File: src/hdl/viewport_tile_fetch_scheduler_core_macros.svh
// ----------------------------------------------------------------------------
// Assertion macros for the viewport tile fetch scheduler
// Concurrent checks sampled on clk and idle while rst_n is low.
// ----------------------------------------------------------------------------
`ifndef VIEWPORT_TILE_FETCH_SCHEDULER_CORE_MACROS_SVH
`define VIEWPORT_TILE_FETCH_SCHEDULER_CORE_MACROS_SVH

// Check that cons holds in the same cycle whenever ante holds
`define VTFS_ASSERT_SAME(lbl, ante, cons, msg) \
  lbl: assert property (@(posedge clk) disable iff (!rst_n) (ante) |-> (cons)) \
    else $error(msg);

// Check that cons holds in the cycle after ante holds
`define VTFS_ASSERT_NEXT(lbl, ante, cons, msg) \
  lbl: assert property (@(posedge clk) disable iff (!rst_n) (ante) |=> (cons)) \
    else $error(msg);

`endif

File: src/hdl/vtfs_pkg.sv
// ----------------------------------------------------------------------------
// vtfs_pkg
// Types and constants shared by the tile fetch scheduler modules.
// ----------------------------------------------------------------------------
package vtfs_pkg;

  // Grid geometry
  localparam int TILE_SHIFT   = 9;      // base tile is 512 pixels
  localparam int MAX_TILES    = 128;    // tiles per side per level
  localparam int MAX_BATCH    = 64;     // tiles per update
  localparam int LOD_LEVELS   = 5;

  localparam int COL_W        = 7;      // tile column / row index
  localparam int GRID_W       = 8;      // grid edge, 0..MAX_TILES
  localparam int LOD_W        = 3;
  localparam int SH_W         = 4;      // tile size shift amount
  localparam int TS_W         = 14;     // tile size in pixels
  localparam int EDGE_W       = 19;     // signed viewport edge
  localparam int CEN_W        = 19;     // signed doubled viewport centre
  localparam int DEN_W        = 20;     // priority denominator
  localparam int DIST_W       = 24;     // half-pixel Manhattan distance
  localparam int NUM_W        = 31;     // distance times 99
  localparam int Q_W          = 9;      // quotient bits incl. saturation
  localparam int CNT_W        = 7;      // pending count 0..MAX_BATCH
  localparam int SIZE_W       = 14;     // src / dst sizes

  // Status store: one row of all columns per (level, row)
  localparam int MEM_ROWS     = LOD_LEVELS * MAX_TILES;
  localparam int MEM_AW       = LOD_W + COL_W;
  localparam int ROW_BITS     = 2 * MAX_TILES;

  // Tile status codes
  localparam logic [1:0] ST_IDLE       = 2'b00;
  localparam logic [1:0] ST_DISPATCHED = 2'b01;
  localparam logic [1:0] ST_READY      = 2'b10;

  // Configuration register indexes
  localparam logic [1:0] CFG_IMAGE_WIDTH   = 2'd0;
  localparam logic [1:0] CFG_IMAGE_HEIGHT  = 2'd1;
  localparam logic [1:0] CFG_PREVIEW_RATIO = 2'd2;

  typedef enum logic [1:0] {
    OP_UPDATE = 2'd0,
    OP_DONE   = 2'd1,
    OP_CLEAR  = 2'd2
  } op_t;

  typedef enum logic [1:0] {
    CMD_UPDATE = 2'd0,
    CMD_DONE   = 2'd1,
    CMD_CLEAR  = 2'd2
  } cmd_kind_t;

  // Classified work handed from front to back
  typedef struct packed {
    cmd_kind_t               kind;
    logic [LOD_W-1:0]        lod;
    logic [GRID_W-1:0]       c0;
    logic [GRID_W-1:0]       c1;
    logic [GRID_W-1:0]       r0;
    logic [GRID_W-1:0]       r1;
    logic [CEN_W-1:0]        vcx2;
    logic [CEN_W-1:0]        vcy2;
    logic [DEN_W-1:0]        denom;
    logic [15:0]             scale;
    logic [COL_W-1:0]        done_col;
    logic [COL_W-1:0]        done_row;
  } cmd_t;

  // One pending tile in the sorted list
  typedef struct packed {
    logic [COL_W-1:0]        col;
    logic [COL_W-1:0]        row;
    logic [DIST_W-1:0]       mdist;
  } ent_t;

  // One result item
  typedef struct packed {
    logic [COL_W-1:0]        tile_col;
    logic [COL_W-1:0]        tile_row;
    logic [LOD_W-1:0]        tile_lod;
    logic [15:0]             src_x;
    logic [15:0]             src_y;
    logic [SIZE_W-1:0]       src_w;
    logic [SIZE_W-1:0]       src_h;
    logic [SIZE_W-1:0]       dst_w;
    logic [SIZE_W-1:0]       dst_h;
    logic [6:0]              prio;
    logic                    last;
  } res_t;

  typedef enum logic [3:0] {
    BS_CLEAR,
    BS_IDLE,
    BS_ROW_RD,
    BS_ROW_LOAD,
    BS_SCAN,
    BS_ROW_WB,
    BS_DONE_RD,
    BS_DONE_WB,
    BS_E_PREP,
    BS_E_DIV,
    BS_E_OUT
  } back_state_t;

endpackage

File: src/hdl/vtfs_cmd_fifo.sv
// ----------------------------------------------------------------------------
// vtfs_cmd_fifo
// Two-entry command queue between the front and the back.
// ----------------------------------------------------------------------------
module vtfs_cmd_fifo
  import vtfs_pkg::*;
(
  input  logic clk,
  input  logic rst_n,
  input  logic push,
  input  cmd_t din,
  output logic full,
  input  logic pop,
  output logic valid,
  output cmd_t dout
);

  cmd_t       mem_r [0:1];
  logic       wptr_r;
  logic       rptr_r;
  logic [1:0] cnt_r;

  assign full  = cnt_r == 2'd2;
  assign valid = cnt_r != 2'd0;
  assign dout  = mem_r[rptr_r];

  // Store the entry
  always_ff @(posedge clk) begin
    if (push) begin
      mem_r[wptr_r] <= din;
    end
  end

  // Advance pointers and count
  always_ff @(posedge clk) begin
    if (!rst_n) begin
      wptr_r <= 1'b0;
      rptr_r <= 1'b0;
      cnt_r  <= 2'd0;
    end else begin
      if (push) wptr_r <= ~wptr_r;
      if (pop)  rptr_r <= ~rptr_r;
      cnt_r <= cnt_r + 2'(push) - 2'(pop);
    end
  end

endmodule

File: config.mk
export PLATFORM = sky130hd
export DESIGN_NAME = vtfs_cmd_fifo
export DESIGN_NICKNAME = d
export VERILOG_FILES = /design/src/hdl/viewport_tile_fetch_scheduler_core_macros.svh /design/src/hdl/vtfs_pkg.sv /design/src/hdl/vtfs_cmd_fifo.sv
export SDC_FILE = /design/constraint.sdc
export NUM_CORES = 1
export LEC_CHECK = 0
export BUFFER_PORTS_ARGS = -buffer_cell sky130_fd_sc_hd__buf_2
export CORE_MARGIN = 2
export CORE_UTILIZATION = 35
export DETAILED_ROUTE_END_ITERATION = 16
export SLEW_MARGIN = 20
export SYNTH_ARGS = -nofsm -noshare
export SYNTH_HDL_FRONTEND = slang
export SYNTH_SLANG_ARGS = --single-unit
File: constraint.sdc
create_clock -name clk -period 9 [get_ports clk]
set_input_delay 0.9 -clock clk [delete_from_list [all_inputs] [get_ports clk]]
set_output_delay 0.9 -clock clk [all_outputs]
set_load 0.01 [all_outputs]
* Word level (Yosys, flattened, before mapping)
Memory sizes are Yosys's and may differ from the RTL's. A register that Yosys moved wholly into a read port is not among the register bits.
Index checks and enable logic that the tools add are counted.
** Storage, ports and cells
- Logic and storage cells :: 14
- Memories kept :: 1
- Input bits :: 129
- Register bits after elaboration :: 4
- Bits in writable memories :: 250
** Cells by class
- Multiplexer cells :: 4
- Reduce and logical (&&, ||, !) cells :: 1
- Add/sub/neg operators :: 2
- Eq/ne operators :: 1
- Bitwise operators :: 2
** Memories
- mem_r :: depth 2, bits a word 125, read ports 1, clocked after memory_dff 1, wr ports 1, RTL line vtfs_cmd_fifo.sv:18 : cmd_t mem_r [0:1];
** Operators by type and width (count)
- $mux 1 :: 4
- $add 2x1->2 :: 1
- $eq 2x2->1 const B :: 1
- $not 1->1 :: 2
- $reduce_bool 2->1 :: 1
- $sub 2x1->2 :: 1

* Logic depth before layout (Yosys ltp)
- Depth in word-level cells :: 3
- Depth in mapped cells :: 6
- Depth with buffers taken out :: 6

* Least setup slack after synthesis
Ideal clock, no wire load.
- Kind :: input -> register
- Start :: in push
- End :: mem mem_r[0][0] (netlist bit), enable pin
- Stages on the path :: 1
- Slack :: 2.023 ns
- Setup time :: 0.626 ns
- Data arrival time :: 6.351 ns
- Path through :: nor2b_1
** On the way
- Word-level cells in the longest chain between the ends :: 2
** RTL lines
- start: declaration :: RTL line vtfs_cmd_fifo.sv:10 : input logic push,
- $mux 1 :: RTL line vtfs_cmd_fifo.sv:29 : if (push) begin
- $mux 1 (not written as such) :: RTL line vtfs_cmd_fifo.sv:30 : mem_r[wptr_r] <= din;
- end: declaration :: RTL line vtfs_cmd_fifo.sv:18
Every way passes these cells.

==> impl_metrics.env <==
export IMPL_start_util_pct=35.34
export IMPL_postCtsSetupRepairBufs=0
export IMPL_synth_nets=541
export IMPL_hold_path_cell_count=1
export IMPL_ys_warn_count=0
export IMPL_synth_top_cell_area_share_pct=79.49
export IMPL_final_antenna_net_count=0
export IMPL_htree_levels=1
export IMPL_placed_area_sq_um=11080
export IMPL_fmax_mhz=254.7
export IMPL_synth_area_leaders="edfxtp_1, mux2_2, mux2_4"
export IMPL_cts_tree="yes"
export IMPL_worst_pin_slew_ns=1.045
export IMPL_synth_area_per_cell_sq_um=23.03
export IMPL_root_buffer="clkbuf_16"
export IMPL_status="complete, no violations"
export IMPL_dpl_hpwl_mm=11.91
export IMPL_core_sq_um=26730
export IMPL_holdBufCountCts=0
export IMPL_grt_usage_pct=12.19
export IMPL_vias_per_cell=4.526
export IMPL_report_final_slew_viol_count=0
export IMPL_path_class="flop to output pin"
export IMPL_critPathMaxFanout=64
export IMPL_syn_instance_count=410
export IMPL_cellPowerDensity_nw_per_um2=226.3
export IMPL_finalSetupViolCount=0
export IMPL_finalHoldViolCount=0
export IMPL_wl_per_cell_microns=17.41
export IMPL_nFillCells=2379
export IMPL_synth_common_cells="edfxtp_1, mux2_2, mux2_4, buf_2, buf_6"
export IMPL_ys_types=14
export IMPL_synth_top_flop_cell="edfxtp_1"
export IMPL_antenna_found_initial=3
export IMPL_vias=4721
export IMPL_clkTransAtPathRegs_ns=0.06
export IMPL_ys_seq_area_share_pct=80.55
export IMPL_p_leak_nw=4.528
export IMPL_numCtsBuffers=27
export IMPL_yosysMostFrequentCell="edfxtp_1"
export IMPL_final_area_sq_um=11880
export IMPL_portBuffers=255
export IMPL_grt_start_max_net_pins=68
export IMPL_post_cts_resized=0
export IMPL_reg2reg_depth=3
export IMPL_ys_seq_elements=255
export IMPL_cts_sinks=255
export IMPL_place_gp_congestion=0.7227
export IMPL_drive_above_1_share_pct=59.71
export IMPL_fin_skew_ns=0.007411
export IMPL_clk_latency_ns=0.52
export IMPL_crit_required_ns=8.10
export IMPL_nNetsFinal=815
export IMPL_netlist_area_sq_um=9444
export IMPL_period_needed_ns=3.927
export IMPL_routed_wl_mm=18.16
export IMPL_final_setup_tns_ns=0
export IMPL_grt_pass1_wl_mm=27.23
export IMPL_io_pins=256
export IMPL_die_area_sq_um=28310
export IMPL_ir_worst_vdd_v=0.0001443
export IMPL_final_period_utilization_pct=43.63
export IMPL_synth_area_leader_cell="edfxtp_1"
export IMPL_die_width_microns=168.3
export IMPL_rows=60
export IMPL_maxCapViolations=0
export IMPL_start_kind="flop"
export IMPL_first_iter_violations=201
export IMPL_rsz0062_at_grt="false"
export IMPL_syn_to_final_growth_pct=25.78
export IMPL_firstDrtPassIters=4
export IMPL_grt_pass1_vias=5150
export IMPL_endpoint_kind="output pin"
export IMPL_clockBufferDepth=3
export IMPL_maxSlewHeadroom_pct=30.35
export IMPL_hp_class="input pin to flop"
export IMPL_cp_arrival_ns=3.03
export IMPL_synth_edf_count=250
export IMPL_synthArstFlopShare_pct=0
export IMPL_die_height_microns=168.3
export IMPL_drc=0
export IMPL_overflow=0
==> area by class of cell <==
class,instances,area [sq um],share of cell area [%]
Tap cell,341,426.7,3.592
Clock buffer,35,705.7,5.941
Multi-Input combinational cell,139,1725,14.52
Inverter,2,7.507,0.06320
Antenna cell,2,5.005,0.04213
Timing Repair Buffer,259,1306,11.00
Clock inverter,10,91.34,0.7689
Sequential cell,255,7611,64.07
==> where the power goes <==
part | total [W] | internal (W) | switching [W]
sequential | 0.00140 | 0.00137 | 0.0000270
combinational | 0.000274 | 0.000141 | 0.000133
clock | 0.00101 | 0.000601 | 0.000411
total | 0.00269 | 0.00212 | 0.000571
==> flip-flops by register name (all words and copies together) (netlist names), named ones only <==
signal  count
cnt_r       2
rptr_r      1
wptr_r      1
mem_r     250
==> stage by stage <==
stage | worst slack (ns) | hold WS [ns] | total power [W] | utilization (%) | std cells
floorplan | 2.023 | 0.5546 | 0.001593 | - | 410
global placement | 5.629 | 0.5614 | 0.001695 | 41.45 | 996
detailed placement | 5.553 | 0.5711 | 0.001706 | 41.45 | 996
CTS | 4.981 | 0.5356 | 0.002732 | 44.43 | 1041
global route | 4.851 | 0.5400 | 0.002796 | 44.44 | 1042
finish | 5.073 | 0.5683 | 0.002688 | 44.45 | 1043
==> final timing paths <==
path / start / endpoint / slack (ns)
max: flop / dout[67] / 5.07
min: din[33] / mem_r[0][33]$_DFFE_PP_ / 0.57
max reg2reg: wptr_r$_SDFFE_PN0P_ / mem_r[0][100]$_DFFE_PP_ / 6.52
min reg2reg: rptr_r$_SDFFE_PN0P_ / flop / 0.58
==> critical path, stage by stage (launching register included) <==
cell	delay [ns]
dfxtp_4	0.93
buf_4	0.90
mux2_2	0.43
buf_2	0.14
==> kinds of logic (layout without fill, tap and decap cells) <==
logic type | count (synthesis) | in the layout | share of synthesized area, %
XOR/XNOR | 2 | 2 | 0.3312
AO/OA/AOI/OAI | 1 | 1 | 0.07952
other | 0 | 2 | 0
adder cells (fa/ha/maj) | 2 | 2 | 0.2649
flip-flops | 255 | 255 | 80.55
multiplexers | 125 | 125 | 16.89
AND/OR/NAND/NOR | 9 | 9 | 0.5961
buffers and inverters | 16 | 306 | 1.285
==> metal layers <==
| layer | share of wire (%) | vias to the layer above | global-route usage, % |
|---|---|---|---|
| li1 | - | 2176 | - |
| met1 | 40 | 2325 | 14.11 |
| met2 | 48 | 181 | 20.84 |
| met3 | 9.2 | 37 | 4.701 |
| met4 | 2.4 | 2 | 4.010 |
| met5 | 0.072 | - | 0 |
==> layout by cell type (no fill, tap or decap) <==
cell type | Yosys | routed
dfxtp_1 | 5 | 4
clkinv_2 | 0 | 1
mux2_4 | 50 | 50
clkinv_1 | 0 | 7
clkbuf_1 | 0 | 8
and2_4 | 0 | 1
ha_1 | 2 | 2
diode_2 | 0 | 2
clkbuf_16 | 0 | 27
inv_1 | 2 | 2
o21a_1 | 1 | 1
buf_4 | 0 | 4
nor2b_1 | 4 | 3
dfxtp_4 | 0 | 1
xor2_1 | 1 | 1
buf_2 | 7 | 255
xnor3_1 | 1 | 1
edfxtp_1 | 250 | 250
bufinv_16 | 0 | 2
nor2b_4 | 0 | 1
mux2_2 | 75 | 75
and2_1 | 4 | 3
or2_2 | 1 | 1
(Power assumes the default switching activity.)
