--- src/hdl/viewport_tile_fetch_scheduler_core_macros.svh ---
// ----------------------------------------------------------------------------
// Assertion macros for the viewport tile fetch scheduler
// Concurrent checks sampled on clk and idle while rst_n is low.
// ----------------------------------------------------------------------------
`ifndef VIEWPORT_TILE_FETCH_SCHEDULER_CORE_MACROS_SVH
`define VIEWPORT_TILE_FETCH_SCHEDULER_CORE_MACROS_SVH

// Check that cons holds in the same cycle whenever ante holds
`define VTFS_ASSERT_SAME(lbl, ante, cons, msg) \
  lbl: assert property (@(posedge clk) disable iff (!rst_n) (ante) |-> (cons)) \
    else $error(msg);

// Check that cons holds in the cycle after ante holds
`define VTFS_ASSERT_NEXT(lbl, ante, cons, msg) \
  lbl: assert property (@(posedge clk) disable iff (!rst_n) (ante) |=> (cons)) \
    else $error(msg);

`endif

--- src/hdl/vtfs_pkg.sv ---
// ----------------------------------------------------------------------------
// vtfs_pkg
// Types and constants shared by the tile fetch scheduler modules.
// ----------------------------------------------------------------------------
package vtfs_pkg;

  // Grid geometry
  localparam int TILE_SHIFT   = 9;      // base tile is 512 pixels
  localparam int MAX_TILES    = 128;    // tiles per side per level
  localparam int MAX_BATCH    = 64;     // tiles per update
  localparam int LOD_LEVELS   = 5;

  localparam int COL_W        = 7;      // tile column / row index
  localparam int GRID_W       = 8;      // grid edge, 0..MAX_TILES
  localparam int LOD_W        = 3;
  localparam int SH_W         = 4;      // tile size shift amount
  localparam int TS_W         = 14;     // tile size in pixels
  localparam int EDGE_W       = 19;     // signed viewport edge
  localparam int CEN_W        = 19;     // signed doubled viewport centre
  localparam int DEN_W        = 20;     // priority denominator
  localparam int DIST_W       = 24;     // half-pixel Manhattan distance
  localparam int NUM_W        = 31;     // distance times 99
  localparam int Q_W          = 9;      // quotient bits incl. saturation
  localparam int CNT_W        = 7;      // pending count 0..MAX_BATCH
  localparam int SIZE_W       = 14;     // src / dst sizes

  // Status store: one row of all columns per (level, row)
  localparam int MEM_ROWS     = LOD_LEVELS * MAX_TILES;
  localparam int MEM_AW       = LOD_W + COL_W;
  localparam int ROW_BITS     = 2 * MAX_TILES;

  // Tile status codes
  localparam logic [1:0] ST_IDLE       = 2'b00;
  localparam logic [1:0] ST_DISPATCHED = 2'b01;
  localparam logic [1:0] ST_READY      = 2'b10;

  // Configuration register indexes
  localparam logic [1:0] CFG_IMAGE_WIDTH   = 2'd0;
  localparam logic [1:0] CFG_IMAGE_HEIGHT  = 2'd1;
  localparam logic [1:0] CFG_PREVIEW_RATIO = 2'd2;

  typedef enum logic [1:0] {
    OP_UPDATE = 2'd0,
    OP_DONE   = 2'd1,
    OP_CLEAR  = 2'd2
  } op_t;

  typedef enum logic [1:0] {
    CMD_UPDATE = 2'd0,
    CMD_DONE   = 2'd1,
    CMD_CLEAR  = 2'd2
  } cmd_kind_t;

  // Classified work handed from front to back
  typedef struct packed {
    cmd_kind_t               kind;
    logic [LOD_W-1:0]        lod;
    logic [GRID_W-1:0]       c0;
    logic [GRID_W-1:0]       c1;
    logic [GRID_W-1:0]       r0;
    logic [GRID_W-1:0]       r1;
    logic [CEN_W-1:0]        vcx2;
    logic [CEN_W-1:0]        vcy2;
    logic [DEN_W-1:0]        denom;
    logic [15:0]             scale;
    logic [COL_W-1:0]        done_col;
    logic [COL_W-1:0]        done_row;
  } cmd_t;

  // One pending tile in the sorted list
  typedef struct packed {
    logic [COL_W-1:0]        col;
    logic [COL_W-1:0]        row;
    logic [DIST_W-1:0]       mdist;
  } ent_t;

  // One result item
  typedef struct packed {
    logic [COL_W-1:0]        tile_col;
    logic [COL_W-1:0]        tile_row;
    logic [LOD_W-1:0]        tile_lod;
    logic [15:0]             src_x;
    logic [15:0]             src_y;
    logic [SIZE_W-1:0]       src_w;
    logic [SIZE_W-1:0]       src_h;
    logic [SIZE_W-1:0]       dst_w;
    logic [SIZE_W-1:0]       dst_h;
    logic [6:0]              prio;
    logic                    last;
  } res_t;

  typedef enum logic [3:0] {
    BS_CLEAR,
    BS_IDLE,
    BS_ROW_RD,
    BS_ROW_LOAD,
    BS_SCAN,
    BS_ROW_WB,
    BS_DONE_RD,
    BS_DONE_WB,
    BS_E_PREP,
    BS_E_DIV,
    BS_E_OUT
  } back_state_t;

endpackage

--- src/hdl/vtfs_front.sv ---
// ----------------------------------------------------------------------------
// vtfs_front
// Classifies an incoming item: threshold test, detail level, clamped tile
// grid, viewport centre and priority denominator. Drops items with no effect.
// ----------------------------------------------------------------------------
module vtfs_front
  import vtfs_pkg::*;
(
  input  logic [1:0]          op,
  input  logic signed [16:0]  view_x,
  input  logic signed [16:0]  view_y,
  input  logic [15:0]         view_w,
  input  logic [15:0]         view_h,
  input  logic [15:0]         zoom_scale,
  input  logic [COL_W-1:0]    done_col,
  input  logic [COL_W-1:0]    done_row,
  input  logic [LOD_W-1:0]    done_lod,
  input  logic [15:0]         image_width,
  input  logic [15:0]         image_height,
  input  logic [15:0]         preview_ratio,
  output logic                keep,
  output cmd_t                cmd
);

  // Tile index of an edge, zero for edges at or left of zero, capped at lim
  function automatic logic [GRID_W-1:0] grid_edge(input logic signed [EDGE_W-1:0] v,
                                                  input logic [SH_W-1:0] sh,
                                                  input logic [GRID_W-1:0] lim);
    logic [EDGE_W-1:0] q;
    q = (v > 0) ? (EDGE_W'(v) >> sh) : '0;
    return (q > EDGE_W'(lim)) ? lim : q[GRID_W-1:0];
  endfunction

  function automatic logic [GRID_W-1:0] grid_count(input logic [15:0] size,
                                                   input logic [SH_W-1:0] sh,
                                                   input logic [TS_W-1:0] ts);
    logic [EDGE_W-1:0] q;
    q = (EDGE_W'(size) + EDGE_W'(ts) - EDGE_W'(1)) >> sh;
    return (q > EDGE_W'(MAX_TILES)) ? GRID_W'(MAX_TILES) : q[GRID_W-1:0];
  endfunction

  logic [22:0]              thr_lhs;
  logic [22:0]              thr_rhs;
  logic                     active;
  logic [LOD_W-1:0]         lod;
  logic [SH_W-1:0]          sh;
  logic [TS_W-1:0]          ts;
  logic [GRID_W-1:0]        max_c;
  logic [GRID_W-1:0]        max_r;
  logic signed [EDGE_W-1:0] vx_e;
  logic signed [EDGE_W-1:0] vy_e;
  logic signed [EDGE_W-1:0] ce;
  logic signed [EDGE_W-1:0] re;
  logic [GRID_W-1:0]        c0;
  logic [GRID_W-1:0]        c1;
  logic [GRID_W-1:0]        r0;
  logic [GRID_W-1:0]        r1;

  // Threshold: scale * 100 > preview_ratio * 101, exact
  assign thr_lhs = 23'(zoom_scale) * 23'd100;
  assign thr_rhs = 23'(preview_ratio) * 23'd101;
  assign active  = (image_width != '0) && (image_height != '0) && (thr_lhs > thr_rhs);

  // Pick the detail level from the scale
  always_comb begin
    if (zoom_scale >= 16'd4096)      lod = LOD_W'(0);
    else if (zoom_scale >= 16'd2048) lod = LOD_W'(1);
    else if (zoom_scale >= 16'd1024) lod = LOD_W'(2);
    else if (zoom_scale >= 16'd512)  lod = LOD_W'(3);
    else                             lod = LOD_W'(4);
    if (lod > LOD_W'(LOD_LEVELS - 1)) lod = LOD_W'(LOD_LEVELS - 1);
  end

  assign sh = SH_W'(TILE_SHIFT) + SH_W'(lod);
  assign ts = TS_W'(1) << sh;

  // Clamp the covered grid to the image
  assign max_c = grid_count(image_width, sh, ts);
  assign max_r = grid_count(image_height, sh, ts);
  assign vx_e  = EDGE_W'(view_x);
  assign vy_e  = EDGE_W'(view_y);
  assign ce    = vx_e + $signed(EDGE_W'(view_w)) + $signed(EDGE_W'(ts)) - EDGE_W'(1);
  assign re    = vy_e + $signed(EDGE_W'(view_h)) + $signed(EDGE_W'(ts)) - EDGE_W'(1);
  assign c0    = grid_edge(vx_e, sh, max_c);
  assign r0    = grid_edge(vy_e, sh, max_r);
  assign c1    = grid_edge(ce, sh, max_c);
  assign r1    = grid_edge(re, sh, max_r);

  // Build the command
  always_comb begin
    cmd.kind     = CMD_UPDATE;
    cmd.lod      = lod;
    cmd.c0       = c0;
    cmd.c1       = c1;
    cmd.r0       = r0;
    cmd.r1       = r1;
    cmd.vcx2     = CEN_W'(vx_e + vx_e + $signed(EDGE_W'(view_w)));
    cmd.vcy2     = CEN_W'(vy_e + vy_e + $signed(EDGE_W'(view_h)));
    cmd.denom    = DEN_W'(3) * (DEN_W'(view_w) + DEN_W'(view_h)) + DEN_W'(2);
    cmd.scale    = zoom_scale;
    cmd.done_col = done_col;
    cmd.done_row = done_row;
    keep         = 1'b0;
    unique case (op_t'(op))
      OP_UPDATE: begin
        keep = active && (c0 < c1) && (r0 < r1);
      end
      OP_DONE: begin
        // column and row always fit the grid; only the level is checked
        cmd.kind = CMD_DONE;
        cmd.lod  = done_lod;
        keep     = done_lod < LOD_W'(LOD_LEVELS);
      end
      OP_CLEAR: begin
        cmd.kind = CMD_CLEAR;
        keep     = 1'b1;
      end
      default: begin
        keep = 1'b0;
      end
    endcase
  end

endmodule

--- config.mk ---
export PLATFORM = sky130hd
export DESIGN_NAME = vtfs_front
export DESIGN_NICKNAME = d
export VERILOG_FILES = /design/src/hdl/viewport_tile_fetch_scheduler_core_macros.svh /design/src/hdl/vtfs_pkg.sv /design/src/hdl/vtfs_front.sv
export SDC_FILE = /design/constraint.sdc
export NUM_CORES = 1
export LEC_CHECK = 0
export ABC_AREA = 1
export BUFFER_PORTS_ARGS = -buffer_cell sky130_fd_sc_hd__buf_2
export CAP_MARGIN = 20
export CORE_MARGIN = 10
export CORE_UTILIZATION = 55
export DETAILED_ROUTE_END_ITERATION = 7
export PLACE_DENSITY_LB_ADDON = 0.12
export RECOVER_POWER = 50
export SYNTH_ARGS = -nofsm -noshare
export SYNTH_HDL_FRONTEND = slang
export SYNTH_SLANG_ARGS = --single-unit
--- constraint.sdc ---
create_clock -name vclk -period 14.2
set_input_delay 2.84 -clock vclk [all_inputs]
set_output_delay 2.84 -clock vclk [all_outputs]
set_load 0.05 [all_outputs]
# After elaboration in Yosys (flattened, before gate mapping)
# Cells that the tools add are included.
totals:
  regBits: 0
  inputBits: 149
  output_inout_bits: 126
  word_cells: 73
op_classes:
  add_sub_neg: 17
  n_mul: 3
  order_cmp: 19
  eq_ne: 2
  n_shift: 7
  mux: 18
  n_reduce_logical: 7
op_table:
  columns: ["operator", "count"]
  rows:
  - ["$shr 19x4->19", 6]
  - ["$gt 19x8->1", 4]
  - ["$mux 19", 4]
  - ["$add 17x17->18", 4]
  - ["$mux 8", 6]
  - ["$add 18x15->19", 2]
  - ["$add 18x17->19", 2]
  - ["$gt 19x1->1 const B", 2]
  - ["$gt 19x8->1 const B", 2]
  - ["$sub 19x2->19 const B", 2]
  - ["$sub 17x1->18 const B", 2]
  - ["$add 16x14->17", 2]
  - ["$gt 17x1->1 const B", 2]
  - ["$reduce_bool 16->1", 2]
  - ["$gt 23x23->1", 1]
  - ["$mul 16x7->23 const B", 1]
  - ["$mul 16x5->21 const B", 1]
  - ["$add 19x2->20 const B", 1]
  - ["$mul 2x17->19 const A", 1]
  - ["$mux 3", 6]
  - ["$add 16x16->17", 1]
  - ["$ge 16x10->1 const B", 1]
  - ["$ge 16x11->1 const B", 1]
  - ["$ge 16x12->1 const B", 1]
  - ["12 further kinds", 16]

# Depth between registers and ports, before layout
# Gate-level depths: netlist of run 1.
logic_depth:
  depth_word: 20
  ltp_mapped: 62

# Worst setup path before layout of run 1
# No wires, ideal clock.
synth_path:
  path_type: "input to output"
  startpoint: "in zoom_scale[14]"
  endpoint: "out keep"
  arrival_time_ns: 11.384
  required_time_ns: 11.360
  slack_ns: -0.024
  cell_stages: 52
  path_cell_list: "inv_1 -> ha_1 -> nand2_1 -> nand2_2 -> inv_2 -> o21ai_2 -> nor2_2 -> a21oi_4 -> buf_6 -> buf_2 -> ha_1 -> nand3b_1 -> nand2_2 -> inv_4 -> buf_6 -> buf_4 -> buf_4 -> buf_2 -> [... 16 more ...] -> nand3b_1 -> o21ai_2 -> nand2_2 -> ha_1 -> nand4_1 -> inv_1 -> nand2_1 -> o21ai_0 -> nand2_1 -> o21ai_0 -> ha_1 -> a2111oi_0 -> o21ai_0 -> a221oi_1 -> o2111ai_1 -> a21oi_1 -> nand2_1 -> nand2_1"
synth_lines:
  columns: ["item", "line_no", "rtl"]
  rows:
  - ["start: declaration", "vtfs_front.sv:14", "input logic [15:0] zoom_scale,"]
  - ["end: declaration", "vtfs_front.sv:21", "output logic keep,"]

# Worst setup path in the final report of run 1
layout_path:
  startpoint: "in zoom_scale[11]"
  endpoint: "out keep"
layout_via:
  elab_chain_cells: 20
  elab_cells_between_ends: 52
  classes_between: "add/sub: 9; mul: 1; order compare: 16; shift: 7; mux: 16; reduce/logical: 3"
layout_rtl:
  columns: ["item", "line_no", "rtl"]
  rows:
  - ["$ge 16x10->1", "vtfs_front.sv:69", "else if (zoom_scale >= 16'd512) lod = LOD_W'(3);"]
  - ["$mux 3", "vtfs_front.sv:69", null]
  - ["$mux 3", "vtfs_front.sv:68", "else if (zoom_scale >= 16'd1024) lod = LOD_W'(2);"]
  - ["$mux 3", "vtfs_front.sv:67", "else if (zoom_scale >= 16'd2048) lod = LOD_W'(1);"]
  - ["$mux 3", "vtfs_front.sv:66", "if (zoom_scale >= 16'd4096) lod = LOD_W'(0);"]
  - ["$gt 3x3->1", "vtfs_front.sv:71", "if (lod > LOD_W'(LOD_LEVELS - 1)) lod = LOD_W'(LOD_LEVELS - 1);"]
  - ["$mux 3", "vtfs_front.sv:71", null]
  - ["$add 4x3->4", "vtfs_front.sv:74", "assign sh = SH_W'(TILE_SHIFT) + SH_W'(lod);"]
  - ["[... 4 more ...]", null, null]
  - ["$gt 19x8->1", "vtfs_front.sv:39", "return (q > EDGE_W'(MAX_TILES)) ? GRID_W'(MAX_TILES) : q[GRID_W-1:0];"]
  - ["$mux 8", "vtfs_front.sv:39", null]
  - ["$gt 19x8->1", "vtfs_front.sv:31", "return (q > EDGE_W'(lim)) ? lim : q[GRID_W-1:0];"]
  - ["$mux 8", "vtfs_front.sv:31", null]
  - ["$lt 8x8->1", "vtfs_front.sv:106", "keep = active && (c0 < c1) && (r0 < r1);"]
  - ["$logic_and 1x1->1", "vtfs_front.sv:106", null]
  - ["$logic_and 1x1->1 *", "vtfs_front.sv:106", null]
  - ["$pmux 1 s3 *", "vtfs_front.sv:104", "unique case (op_t'(op))"]
# Every way passes the cells marked *; elsewhere a longest branch is shown, timed or not.

==> results of run 1 <==
[placed cells by master (no fill, tap or decap), drive strengths merged, types with 68 or more instances in the layout]
| cell | instances |
|---|---|
| inv | 602 |
| nand3 | 188 |
| ha | 415 |
| buf | 217 |
| nor2 | 150 |
| nand2 | 568 |
| a21oi | 194 |
| o21ai | 124 |
| xor2 | 81 |
| fa | 68 |
[logic make-up after synthesis]
family | count (synthesis) | share of synthesized area, %
buffers and inverters | 669 | 16.10
xor gates and xnor gates | 113 | 5.865
adders and majority gates | 483 | 38.84
AOI/OAI and AO/OA | 407 | 13.65
muxes | 1 | 0.05932
and+or+nand+nor | 1001 | 25.47
other | 1 | 0.02222
[routing by layer]
metal | GRT usage, % | vias to the layer above | share of wire (%) | wire [um]
met1 | 35.09 | 8032 | 48 | 24400
met4 | 3.337 | 0 | 1.3 | 661
met5 | 0 | - | 0 | 0
met2 | 41.13 | 555 | 44 | 21960
li1 | - | 8980 | - | -
met3 | 2.689 | 40 | 6.6 | 3332
[power groups by stage]
stage | combinational, uW | clock [uW] | sequential, uW
floorplan | 1830 | 0 | 0
global placement | 2330 | 0 | 0
detailed placement | 2360 | 0 | 0
CTS | 2380 | 0 | 0
global route | 2690 | 0 | 0
finish | 2410 | 0 | 0
[path summary, 6_finish.rpt]
kind,start,endpoint,slack [ps],depth (start not counted)
setup / recovery,zoom_scale[11],keep,580,51
hold / removal,done_row[3],cmd[3],5680,0
[stage by stage]
step,setup TNS (ps),util (%),total power [uW],hold slack (ps)
after floorplan,0,-,1832,5847
after global placement,0,60.21,2335,5680
after detailed placement,0,60.21,2365,5680
after CTS,0,60.21,2379,5680
after global routing,-73.59,60.48,2689,5680
final,0,60.48,2412,5680
[worst max-delay path: cells and delay by family]
| kind | cells | cell delay [ps] |
|---|---|---|
| buffers and inverters | 10 | 1310 |
| AOI/OAI and AO/OA | 13 | 2350 |
| adders and majority gates | 6 | 1860 |
| and+or+nand+nor | 22 | 2400 |
[layout make-up]
cell class         instances  share of cell area [%]
multi-input cells       2022                   77.84
well taps                396                   2.692
repair buffers           264                   7.138
inverters                602                   12.33
[what timing repair did]
item	in CTS	in global routing
resized for setup	0	39
buffers inserted	0	3
endpoints found under the setup margin	0	1
hold buffers	0	0
==> results_dict.tcl, run 1 <==
set metrics [dict create \
    outcome "finished clean" \
    yosys_warnings 0 \
    cpMostUsedCell "nand2_1" \
    pre_cts_ws_ps 109.3 \
    multi_input_comb_area_um2 14330 \
    required_ps 11360 \
    worstMarginPinSlew_ps 645.6 \
    critPathKind "in -> out" \
    relSlewSlack_pct 57.15 \
    setup_viol 0 \
    cpMaxStageDelayCell "fa_1" \
    drc 0 \
    fin_ws_ps 575.5 \
    num-nets-final 3522 \
    routed_via_density 5.361 \
    seq_area_um2 0 \
    synth_most_common_cell "inv_1" \
    place.gp.congestion 0.9753 \
    crit_fanout 19 \
    yosysTopAreaCellShare_pct 30.77 \
    antenna_found_initial 0 \
    sequentialPowerShare_pct 0 \
    clock_buffers 0 \
    layoutNonFillerInstCount 3284 \
    hpwlAfterDp_um 45110 \
    synthTopCellsByCount "inv_1 (591), nand2_1 (555), ha_1 (415), a21oi_1 (192), nand3_1 (186)" \
    irDropWorstVdd_v 0.0001900 \
    fp-row-count 64 \
    synth_cells 2675 \
    track_usage_pct 24.99 \
    areaGrowthSynthToFinish_pct 9.061 \
    portBuffers 246 \
    diodes 0 \
    maxCapViolations 0 \
    slowest_delay_ps 470 \
    die_x_um 195.2 \
    p_switching_uw 1657 \
    firstDrtPassIters 6 \
    coreArea_um2 30430 \
    critPathArrivalTime_ps 10780 \
    report.final.slew_viol_count 0 \
    fin_crit_ps 13620 \
    netlist_area_um2 16870 \
    p_per_area_nw_per_um2 131.1 \
    cp-start-kind "input pin" \
    fillers 3110 \
    wire_per_inst_um 15.33 \
    sw_frac_of_total_pct 68.68 \
    die_y_um 195.2 \
    p_leak_uw 0.01113 \
    avgSynthCellArea_um2 6.308 \
    drt_iter0_drc 1043 \
    holdCritPathClass "in -> out" \
    fmax_ghz 0.07340 \
    drive_above_1_share_pct 10.01 \
    die_area_um2 38090 \
    final_area_um2 18400 \
    grt_overflow 0 \
    grt_pass1_vias 16783 \
    hold_viol_final 0 \
    grt_pass1_wl_um 82300 \
    yosysTopAreaCell "ha_1" \
    fin_crit_sh_pct 95.95 \
    io_pins 275 \
    ys_seq_area_share_pct 0 \
    grt_max_degree 59 \
    share_comb_of_total_power_pct 100.0 \
    ys_types 53 \
    wl_um 50360 \
    end_kind "primary output" \
    p_int_uw 755.4 \
    vias 17607 \
    placed_cell_area_um2 18320 \
    start_util_pct 55.46 \
    synthTopCellsByArea "ha_1 (31%), inv_1 (13%), nand2_1 (12%)" \
    pwr-share-clk_pct 0 \
    place_inst 3281 \
    seq_cell_count 0 \
    ant_nets 0 \
]
No activity file was read; power rests on OpenSTA's default activity.
==> inputs of run 2 (changes only) <==
--- a/config.mk
+++ b/config.mk
@@ -11,6 +11,7 @@
 export CORE_MARGIN = 10
 export CORE_UTILIZATION = 55
 export DETAILED_ROUTE_END_ITERATION = 7
+export GPL_TIMING_DRIVEN = 0
 export PLACE_DENSITY_LB_ADDON = 0.12
 export RECOVER_POWER = 50
 export SYNTH_ARGS = -nofsm -noshare
==> run 2 against run 1 <==
  * Die area unchanged
  * Critical path depth decreased by 3
  * Routed wire length is 4.8% higher
  * Worst setup slack worse by 200 ps
  * Via count up 3.3%
  * Fmax fell by 1.4%
  * Sequential share of layout area did not move
  * Largest power group unchanged
  * Power is 5.7% higher
==> results_dict.tcl, run 2 (synthesis gave the netlist of run 1 again) <==
set metrics [dict create \
    end_kind "primary output" \
    diodes 0 \
    grt_overflow 0 \
    final_area_um2 19700 \
    seq_area_um2 0 \
    wl_um 52770 \
    place_inst 3347 \
    track_usage_pct 26.16 \
    p_leak_uw 0.01153 \
    crit_buf_inv 11 \
    ant_nets 0 \
    p_per_area_nw_per_um2 129.4 \
    outcome "finished clean" \
    firstDrtPassIters 6 \
    maxCapViolations 0 \
    drive_above_1_share_pct 15.25 \
    critPathKind "in -> out" \
    hpwlAfterDp_um 46320 \
    grt_util_met3_pct 2.689 \
    vias 18185 \
    slowest_delay_ps 490 \
    fp-row-count 64 \
    portBuffers 260 \
    drc 0 \
    report.final.slew_viol_count 0 \
    clock_buffers 0 \
    wire_per_inst_um 15.65 \
    setup_tns_ps 0 \
    die_area_um2 38090 \
    pre_cts_ws_ps -2142 \
    irDropWorstVdd_v 0.0001742 \
    cp-start-kind "input pin" \
    drt_iter0_drc 1358 \
    fmax_ghz 0.07234 \
    grt_pass1_wl_um 85730 \
    coreArea_um2 30430 \
    routed_via_density 5.391 \
    layoutNonFillerInstCount 3373 \
    crit_fanout 10 \
    cpMostUsedCell "nand2_1" \
    final_common_cell "inv_1" \
    cpMaxStageDelayCell "fa_1" \
    grt_use_met1_pct 35.57 \
    num-nets-final 3611 \
    setup_viol 0 \
    areaGrowthSynthToFinish_pct 16.75 \
    path_delay_family "compound AO/OA/AOI/OAI gates" \
    power_uw 2549 \
    seq_cell_count 0 \
    worstMarginPinSlew_ps 641.8 \
    grt.busiest_layer "met2" \
    start_util_pct 55.46 \
    required_ps 11360 \
    hold_viol_final 0 \
    die_x_um 195.2 \
    holdCritPathClass "in -> out" \
    fin_ws_ps 375.5 \
    critPathArrivalTime_ps 10980 \
    grt_use_met2_pct 44.33 \
    grt_max_degree 13 \
    fin_crit_sh_pct 97.36 \
    grt_pass1_vias 17561 \
    io_pins 275 \
    die_y_um 195.2 \
    fillers 2925 \
    fin_crit_ps 13820 \
    final_cell_mix "inv_1 (573), nand2_1 (540), ha_1 (390)" \
    placed_cell_area_um2 18730 \
    relSlewSlack_pct 57.40 \
    place.gp.congestion 0.9751 \
    antenna_found_initial 0 \
]
## run 2: through the flow
stage | hold slack, ps | utilization, %
after floorplan | 5847 | -
after global placement | 5984 | 61.56
after detailed placement | 5985 | 61.56
after CTS | 5985 | 63.08
after global routing | 6076 | 64.75
final | 6067 | 64.75
## run 2: report_power, final
group          total [uW]  switching, uW  internal [uW]  leakage [uW]
clock                   0              0              0             0
combinational        2550           1720            825        0.0115
sequential              0              0              0             0
## run 2: final cells by class
cell class	count	area [um2]	share of cell area, %
Timing Repair Buffer	287	1473	7.475
Inverter	602	2288	11.62
Tap cell	396	495.5	2.515
Buffer	66	535.5	2.718
Multi-Input combinational cell	2022	14910	75.68
## run 2: timing repair
action	4_1_cts	5_1_grt
endpoints found under the setup margin	26	1
pin swaps	12	21
hold buffers	0	0
gates resized for setup	98	121
endpoints found under the hold margin	0	0
setup buffers	11	16
## run 2: path summary, 6_finish.rpt
kind                  to  cells past startpoint  slack (ps)      startpoint
setup / recovery    keep                     48         380  zoom_scale[13]
hold / removal    cmd[3]                      2        6070     done_row[3]
## run 2: metal layers
layer | up-vias | wire length, um
met5 | - | 0
met4 | 0 | 881
met3 | 62 | 3494
met2 | 631 | 24050
met1 | 8312 | 24350
li1 | 9180 | -
